File: src/design/assert_macros.svh
// Assertion macros for the RTL files.
`ifndef ASSERT_MACROS_SVH
`define ASSERT_MACROS_SVH

`ifndef SYNTHESIS

// Checked on every clock edge outside reset.
`define ASSERT_RST(label, clk, rstn, prop) \
    label: assert property (@(posedge clk) disable iff (!rstn) prop) \
        else $error("assertion failed");

// Checked on every clock edge, reset included.
`define ASSERT_ALL(label, clk, prop) \
    label: assert property (@(posedge clk) prop) \
        else $error("assertion failed");

`else

`define ASSERT_RST(label, clk, rstn, prop)
`define ASSERT_ALL(label, clk, prop)

`endif

`endif

File: src/design/abkg_pkg.sv
// Types, codes and NAL header classification for the keyframe gate.
package abkg_pkg;

    typedef enum logic [1:0] {
        MODE_BYTE    = 2'd0,
        MODE_RESTART = 2'd1,
        MODE_START   = 2'd2
    } mode_t;

    typedef enum logic [2:0] {
        VERDICT_FORWARD     = 3'd0,
        VERDICT_FORWARD_HDR = 3'd1,
        VERDICT_CACHED      = 3'd2,
        VERDICT_REJECT      = 3'd3,
        VERDICT_NOT_READY   = 3'd4
    } verdict_t;

    localparam logic [4:0] H264_IDR = 5'd5;
    localparam logic [4:0] H264_SPS = 5'd7;
    localparam logic [4:0] H264_PPS = 5'd8;
    localparam logic [5:0] HEVC_IDR_W_RADL = 6'd19;
    localparam logic [5:0] HEVC_IDR_N_LP   = 6'd20;
    localparam logic [5:0] HEVC_VPS = 6'd32;
    localparam logic [5:0] HEVC_SPS = 6'd33;
    localparam logic [5:0] HEVC_PPS = 6'd34;

    localparam logic [31:0] LONG_CODE  = 32'h0000_0001;
    localparam logic [23:0] SHORT_CODE = 24'h00_0001;
    localparam logic [2:0]  HIST_FULL  = 3'd4;

    typedef struct packed {
        logic key;
        logic params;
    } hdr_class_t;

    function automatic hdr_class_t classify_header(input logic [7:0] hdr,
                                                   input logic       hevc);
        hdr_class_t c;
        logic [5:0] ht;
        logic [4:0] at;
        ht = hdr[6:1];
        at = hdr[4:0];
        if (hevc) begin
            c.key    = (ht == HEVC_IDR_W_RADL) || (ht == HEVC_IDR_N_LP);
            c.params = (ht == HEVC_VPS) || (ht == HEVC_SPS) || (ht == HEVC_PPS);
        end else begin
            c.key    = (at == H264_IDR);
            c.params = (at == H264_SPS) || (at == H264_PPS);
        end
        return c;
    endfunction

endpackage

File: src/design/annexb_access_unit_keyframe_gate_core.sv
// Annex-B access unit scanner and keyframe gate; one byte word per cycle when m_axis flows.
// Input register feeds scan logic and result register, whose verdict words drive m_axis.
// Throughput: one word per cycle while m_axis_tready does not hold the result register.
// A result waiting on m_axis_tready does not block intake while the input register is free.
// Reset: synchronous active-low aresetn clears scan state, gate state and codec_hevc;
// the words in flight are dropped.
`include "assert_macros.svh"

module annexb_access_unit_keyframe_gate_core (
    input  logic        aclk,
    input  logic        aresetn,
    input  logic        cfg_we,
    input  logic        cfg_wdata,       // codec_hevc
    input  logic        s_axis_tvalid,
    output logic        s_axis_tready,
    input  logic [15:0] s_axis_tdata,    // [7:0] data_byte, [8] pipeline_ready
    input  logic [1:0]  s_axis_tuser,    // [1:0] mode
    input  logic        s_axis_tlast,    // last_byte
    output logic        m_axis_tvalid,
    input  logic        m_axis_tready,
    output logic [7:0]  m_axis_tdata     // [2:0] verdict, [3] has_key_frame,
                                         // [4] has_parameter_sets
);
    import abkg_pkg::*;

    logic        codec_hevc_reg;

    // input register
    logic        in_valid_reg;
    mode_t       in_mode_reg;
    logic [7:0]  in_byte_reg;
    logic        in_last_reg;
    logic        in_ready_reg;

    // scan and gate state
    logic [31:0] hist_reg, hist_next;
    logic [2:0]  seen_reg, seen_next;
    logic        pend_reg, pend_next;
    logic [7:0]  pend_hdr_reg, pend_hdr_next;
    logic        unit_key_reg, unit_key_next;
    logic        unit_params_reg, unit_params_next;
    logic        kf_seen_reg, kf_seen_next;
    logic        hdr_cached_reg, hdr_cached_next;
    logic        any_fwd_reg, any_fwd_next;

    // result register
    logic        out_valid_reg, out_valid_next;
    logic [7:0]  out_data_reg, out_data_next;

    logic        out_free;
    logic        proc;
    logic        long_hit;
    logic        short_hit;
    logic        key_acc;
    logic        params_acc;
    hdr_class_t  pend_cls;
    hdr_class_t  byte_cls;
    verdict_t    verdict;

    assign out_free      = !out_valid_reg || m_axis_tready;
    assign proc          = in_valid_reg && out_free;
    assign s_axis_tready = !in_valid_reg || out_free;
    assign m_axis_tvalid = out_valid_reg;
    assign m_axis_tdata  = out_data_reg;

    assign pend_cls  = classify_header(pend_hdr_reg, codec_hevc_reg);
    assign byte_cls  = classify_header(in_byte_reg, codec_hevc_reg);
    assign long_hit  = (seen_reg >= HIST_FULL) && (hist_reg == LONG_CODE);
    assign short_hit = !long_hit && (seen_reg >= 3'd3) && (hist_reg[23:0] == SHORT_CODE);

    // a pending short-code header counts once any further byte arrives
    assign key_acc    = unit_key_reg || (pend_reg && pend_cls.key)
                        || (long_hit && byte_cls.key);
    assign params_acc = unit_params_reg || (pend_reg && pend_cls.params)
                        || (long_hit && byte_cls.params);

    always_comb begin
        verdict = VERDICT_FORWARD;
        if (!in_ready_reg) begin
            verdict = VERDICT_NOT_READY;
        end else if (!kf_seen_reg && !key_acc) begin
            verdict = params_acc ? VERDICT_CACHED : VERDICT_REJECT;
        end else if (key_acc && !any_fwd_reg && hdr_cached_reg) begin
            verdict = VERDICT_FORWARD_HDR;
        end
    end

    always_comb begin
        hist_next        = hist_reg;
        seen_next        = seen_reg;
        pend_next        = pend_reg;
        pend_hdr_next    = pend_hdr_reg;
        unit_key_next    = unit_key_reg;
        unit_params_next = unit_params_reg;
        kf_seen_next     = kf_seen_reg;
        hdr_cached_next  = hdr_cached_reg;
        any_fwd_next     = any_fwd_reg;
        out_valid_next   = out_valid_reg && !m_axis_tready;
        out_data_next    = out_data_reg;
        if (proc) begin
            case (in_mode_reg)
                MODE_BYTE: begin
                    if (in_last_reg) begin
                        hist_next        = '0;
                        seen_next        = '0;
                        pend_next        = 1'b0;
                        pend_hdr_next    = '0;
                        unit_key_next    = 1'b0;
                        unit_params_next = 1'b0;
                        out_valid_next   = 1'b1;
                        out_data_next    = {3'b000, params_acc, key_acc, verdict};
                        if (in_ready_reg) begin
                            if (verdict == VERDICT_CACHED) begin
                                hdr_cached_next = 1'b1;
                            end
                            if (verdict == VERDICT_FORWARD ||
                                verdict == VERDICT_FORWARD_HDR) begin
                                kf_seen_next = kf_seen_reg || key_acc;
                                any_fwd_next = 1'b1;
                            end
                        end
                    end else begin
                        hist_next        = {hist_reg[23:0], in_byte_reg};
                        seen_next        = (seen_reg < HIST_FULL) ? seen_reg + 3'd1 : seen_reg;
                        pend_next        = short_hit;
                        pend_hdr_next    = short_hit ? in_byte_reg : 8'h00;
                        unit_key_next    = key_acc;
                        unit_params_next = params_acc;
                    end
                end
                MODE_RESTART: begin
                    kf_seen_next = 1'b0;
                end
                MODE_START: begin
                    hist_next        = '0;
                    seen_next        = '0;
                    pend_next        = 1'b0;
                    pend_hdr_next    = '0;
                    unit_key_next    = 1'b0;
                    unit_params_next = 1'b0;
                    kf_seen_next     = 1'b0;
                    hdr_cached_next  = 1'b0;
                    any_fwd_next     = 1'b0;
                end
                default: begin
                end
            endcase
        end
    end

    always_ff @(posedge aclk) begin
        if (!aresetn) begin
            codec_hevc_reg  <= 1'b0;
            in_valid_reg    <= 1'b0;
            hist_reg        <= '0;
            seen_reg        <= '0;
            pend_reg        <= 1'b0;
            pend_hdr_reg    <= '0;
            unit_key_reg    <= 1'b0;
            unit_params_reg <= 1'b0;
            kf_seen_reg     <= 1'b0;
            hdr_cached_reg  <= 1'b0;
            any_fwd_reg     <= 1'b0;
            out_valid_reg   <= 1'b0;
        end else begin
            if (cfg_we) begin
                codec_hevc_reg <= cfg_wdata;
            end
            if (s_axis_tready) begin
                in_valid_reg <= s_axis_tvalid;
            end
            hist_reg        <= hist_next;
            seen_reg        <= seen_next;
            pend_reg        <= pend_next;
            pend_hdr_reg    <= pend_hdr_next;
            unit_key_reg    <= unit_key_next;
            unit_params_reg <= unit_params_next;
            kf_seen_reg     <= kf_seen_next;
            hdr_cached_reg  <= hdr_cached_next;
            any_fwd_reg     <= any_fwd_next;
            out_valid_reg   <= out_valid_next;
        end
    end

    // payload registers
    always_ff @(posedge aclk) begin
        if (s_axis_tready && s_axis_tvalid) begin
            in_mode_reg  <= mode_t'(s_axis_tuser);
            in_byte_reg  <= s_axis_tdata[7:0];
            in_last_reg  <= s_axis_tlast;
            in_ready_reg <= s_axis_tdata[8];
        end
        out_data_reg <= out_data_next;
    end

    `ASSERT_ALL(a_seen_sat, aclk, !aresetn || (seen_reg <= HIST_FULL))
    `ASSERT_RST(a_pend_full, aclk, aresetn, pend_reg |-> (seen_reg == HIST_FULL))
    `ASSERT_RST(a_fwd_hdr_key, aclk, aresetn,
        (m_axis_tvalid && (m_axis_tdata[2:0] == VERDICT_FORWARD_HDR)) |-> m_axis_tdata[3])
    `ASSERT_RST(a_rise_from_last, aclk, aresetn,
        $rose(out_valid_reg) |-> $past(proc && in_mode_reg == MODE_BYTE && in_last_reg))
    `ASSERT_RST(a_cache_clear, aclk, aresetn,
        $fell(hdr_cached_reg) |-> $past(proc && in_mode_reg == MODE_START))

endmodule

File: config.mk
export PLATFORM = sky130hd
export DESIGN_NAME = annexb_access_unit_keyframe_gate_core
export DESIGN_NICKNAME = d
export VERILOG_FILES = /design/src/design/abkg_pkg.sv /design/src/design/annexb_access_unit_keyframe_gate_core.sv
export VERILOG_INCLUDE_DIRS = /design/src /design/src/design
export SDC_FILE = /design/constraint.sdc
export NUM_CORES = 1
export LEC_CHECK = 0
export ABC_AREA = 1
export BUFFER_PORTS_ARGS = -buffer_cell sky130_fd_sc_hd__buf_4
export CAP_MARGIN = 30
export CORE_MARGIN = 2
export CORE_UTILIZATION = 45
export CTS_CLUSTER_DIAMETER = 100
export DETAILED_ROUTE_END_ITERATION = 6
export SETUP_SLACK_MARGIN = 0.1
export SLEW_MARGIN = 0
export SYNTH_ARGS = -nofsm -noshare
export SYNTH_HDL_FRONTEND = slang
export SYNTH_SLANG_ARGS = --single-unit
File: constraint.sdc
create_clock -name aclk -period 2 [get_ports aclk]
set_input_delay 0.4 -clock aclk [delete_from_list [all_inputs] [get_ports aclk]]
set_output_delay 0.4 -clock aclk [all_outputs]
set_load 0.01 [all_outputs]
==> metrics.md <==
| Metric | Value |
|---|---|
| Outcome | `completed` |
| Cells along the critical path | `inv_1 > ha_2 > inv_2 > nor2_4 > inv_2 > nor3_4 > buf_12 > nand3_1 > a21oi_1` |
| Critical path depth | `9` |
| Port Buffers | `24` |
| Period minus WS final | `1.703 ns` |
| Share of the yosys chip area belonging to registers | `51.73%` |
| Synth warnings | `0` |
| Leak Pwr | `0.001314 uW` |
| CTS buffer count | `9` |
| Crit Path Category | `reg2reg` |
| Crit Reg-Reg Endpoint | `pend_hdr_reg[0]$_SDFFE_PN0P_` |
| First-pass detailed-route iteration total | `4` |
| Delay-heaviest family, CP | `simple AND/OR/NAND/NOR gates` |
| First-pass GRT wire length | `9.708 mm` |
| Post-synth EDFFs | `17` |
| Most common cell type on the critical path | `inv_2` |
| CTS Buffer Depth | `2` |
| Core area | `6350 um2` |
| Vias | `2341` |
| Clock slew at reported path FFs | `0.07 ns` |
| I/O pins | `35` |
| Syn Std Cell Area | `2960 um2` |
| Slew HR | `65.44%` |
| Fillers | `598` |
| Area delta synth->final | `16.65%` |
| Fin. Hold Viols | `0` |
| Drt drc | `0` |
| Syn Inst Count | `373` |
| Worst setup endpoint | `pend_hdr_reg[0]$_SDFFE_PN0P_` |
| Biggest area consumer among synthesized cells | `dfxtp_1` |
| RSZ-0062 raised after global routing | `false` |
| Clock sink count | `68` |
| Vias/cell | `4.827` |
| # rows | `29` |
| Antenna Nets Post-Route | `0` |
| Die height | `85.11 um` |
| Class of the worst hold path | `in2reg` |
| Startpoint class of the critical path | `flop` |
| Share of cells above drive strength 1 | `16.91%` |
| CTS tree | `yes` |
| Slew Limit Fails | `0` |
| Critical path fanouts, max | `32` |
| Worst r2r path cells | `9` |
| Initial Utilization | `46.62%` |
| Max Fclk | `587.3 MHz` |
| GRT overflow | `0` |
| Ys flop type | `dfxtp_1` |
| Syn avg cell area | `7.937 um2` |
| Synth top area share | `34.49%` |
| FF-to-FF Start | `in_mode_reg[0]$_DFFE_PP_` |
| Final GP Congestion | `0.7883` |
| CTS root buf | `clkbuf_8` |
| Largest cells by area after synthesis | `dfxtp_1 34%, edfxtp_1 17%, nand2_1 14%, a21oi_1 8.8%, nor2_1 5.3%` |
| Final instance area | `3453 um2` |
| Setup TNS | `0 ns` |
| Max H-tree Level | `3` |
| Yosys cell types | `29` |
| CP required | `2.28 ns` |
| CP Data Arrival Time | `1.99 ns` |
| Max FFs per register | `32` |
| FF-to-FF setup slack | `0.30 ns` |
| Diodes inserted | `0` |
| Drt total wl | `5.754 mm` |
| CP max stage delay | `0.36 ns` |
| Initial antenna violation count | `0` |
| Die area | `7244 um2` |
| Fin nets | `433` |
| Pwr per Cell Area | `799.1 nW/um2` |
| Worst Path Buf+Inv | `4` |
| Area after DPL | `3212 um2` |
| HPWL Detailed | `3.913 mm` |
| Slew at the pin closest to its max-slew limit | `0.5166 ns` |
| Clk Latency, worst-skew pair | `0.36 ns` |
| DR WL/cell | `11.86 um` |
| Clock skew | `0.009576 ns` |
| Post-Route Utilization | `54.38%` |
| Flops & latches, synth | `68` |
| Largest net degree at the start of global routing | `43` |
| Number of max-cap violations | `0` |
| Tot GR Track Use | `17.20%` |
| Ys async rst share | `0%` |
| Slowest CP cell | `edfxtp_1` |
| Vias in the first global route | `2170` |
| CP startpoint | `in_mode_reg[0]$_DFFE_PP_` |
| Period utilization | `85.14%` |
| Final setup violation count | `0` |
| Worst VDD drop | `0.6062 mV` |
| Crit end category | `flop` |
| Die Width | `85.11 um` |
| Starting DRT DRC Count | `93` |
## through the flow
step	setup slack (ns)	hold WS [ns]	total power, uW	cells
6_report	0.2972	0.2185	2760	485
5_1_grt	0.1026	0.2031	2857	485
2_1_floorplan	0.3713	0.4409	1567	375
4_1_cts	0.2233	0.2070	2780	482
3_3_place_gp	0.2508	0.4484	1621	466
3_5_place_dp	0.2289	0.4539	1623	466
## routing by layer
metal	wire length (um)	GRT usage [%]
met1	2875	23.34
met2	2453	25.21
met3	301	5.058
met4	123	8.225
met5	0	0
## cells in the final DEF (no fill, tap or decap), types with 4 or more instances in the layout
master    instances
nor2_1           41
inv_1            26
nand2_2           5
nand3_1          21
nand2_1         111
edfxtp_1         17
nand4_1           5
ha_1              4
clkbuf_8         10
a21oi_1          52
buf_4            31
dfxtp_1          51
inv_2             4
## worst min-delay path by stage
stage | startpoint | endpoint | slack (ns) | cells after the start
after floorplan | hist_reg[25]$_SDFFE_PN0P_ | hist_reg[25]$_SDFFE_PN0P_ | 0.44 | 2
after global placement | hist_reg[31]$_SDFFE_PN0P_ | hist_reg[31]$_SDFFE_PN0P_ | 0.45 | 2
after detailed placement | hist_reg[26]$_SDFFE_PN0P_ | hist_reg[26]$_SDFFE_PN0P_ | 0.45 | 2
after CTS | s_axis_tdata[4] | in_byte_reg[4]$_DFFE_PP_ | 0.21 | 1
after global routing | s_axis_tdata[7] | in_byte_reg[7]$_DFFE_PP_ | 0.20 | 1
final | s_axis_tdata[4] | in_byte_reg[4]$_DFFE_PP_ | 0.22 | 1
## cell usage after synthesis, types with 2 or more instances
| library cell | number |
|---|---|
| nand2_1 | 111 |
| a21oi_1 | 52 |
| dfxtp_1 | 51 |
| nor2_1 | 42 |
| inv_1 | 26 |
| nand3_1 | 21 |
| edfxtp_1 | 17 |
| clkbuf_1 | 7 |
| ha_1 | 5 |
| nand2_2 | 5 |
| nand4_1 | 5 |
| buf_6 | 4 |
| inv_2 | 4 |
| buf_4 | 3 |
| nor2_4 | 3 |
| o21ai_0 | 3 |
| nor2_2 | 2 |
## what timing repair did
item,in CTS,in global routing
gates resized for setup,0,2
setup buffers,0,3
endpoints found under the setup margin,0,23
hold buffers,0,0
## where the power goes
part / internal (uW) / switching, uW / leakage [uW]
Clock: 633 / 533 / 0.000105
Sequential: 1430 / 20.1 / 0.000577
Combinational: 56.7 / 84.8 / 0.000632
## area by class of cell
class	count	area [um2]	share of cell area, %
Clock buffer	12	187.7	5.435
Clock inverter	4	26.28	0.7609
Inverter	31	116.4	3.370
Multi-Input combinational cell	260	1222	35.40
Sequential cell	68	1531	44.35
Tap cell	77	96.34	2.790
Timing Repair Buffer	33	272.8	7.899
## logic make-up after synthesis
kind of cell | Yosys count | synth area share (%)
buffers and inverters | 47 | 7.396
adders and majority gates | 5 | 2.113
and+or+nand+nor | 192 | 27.73
AOI/OAI and AO/OA | 60 | 10.90
other | 1 | 0.1267
DFF | 68 | 51.73
(Power assumes the default switching activity.)
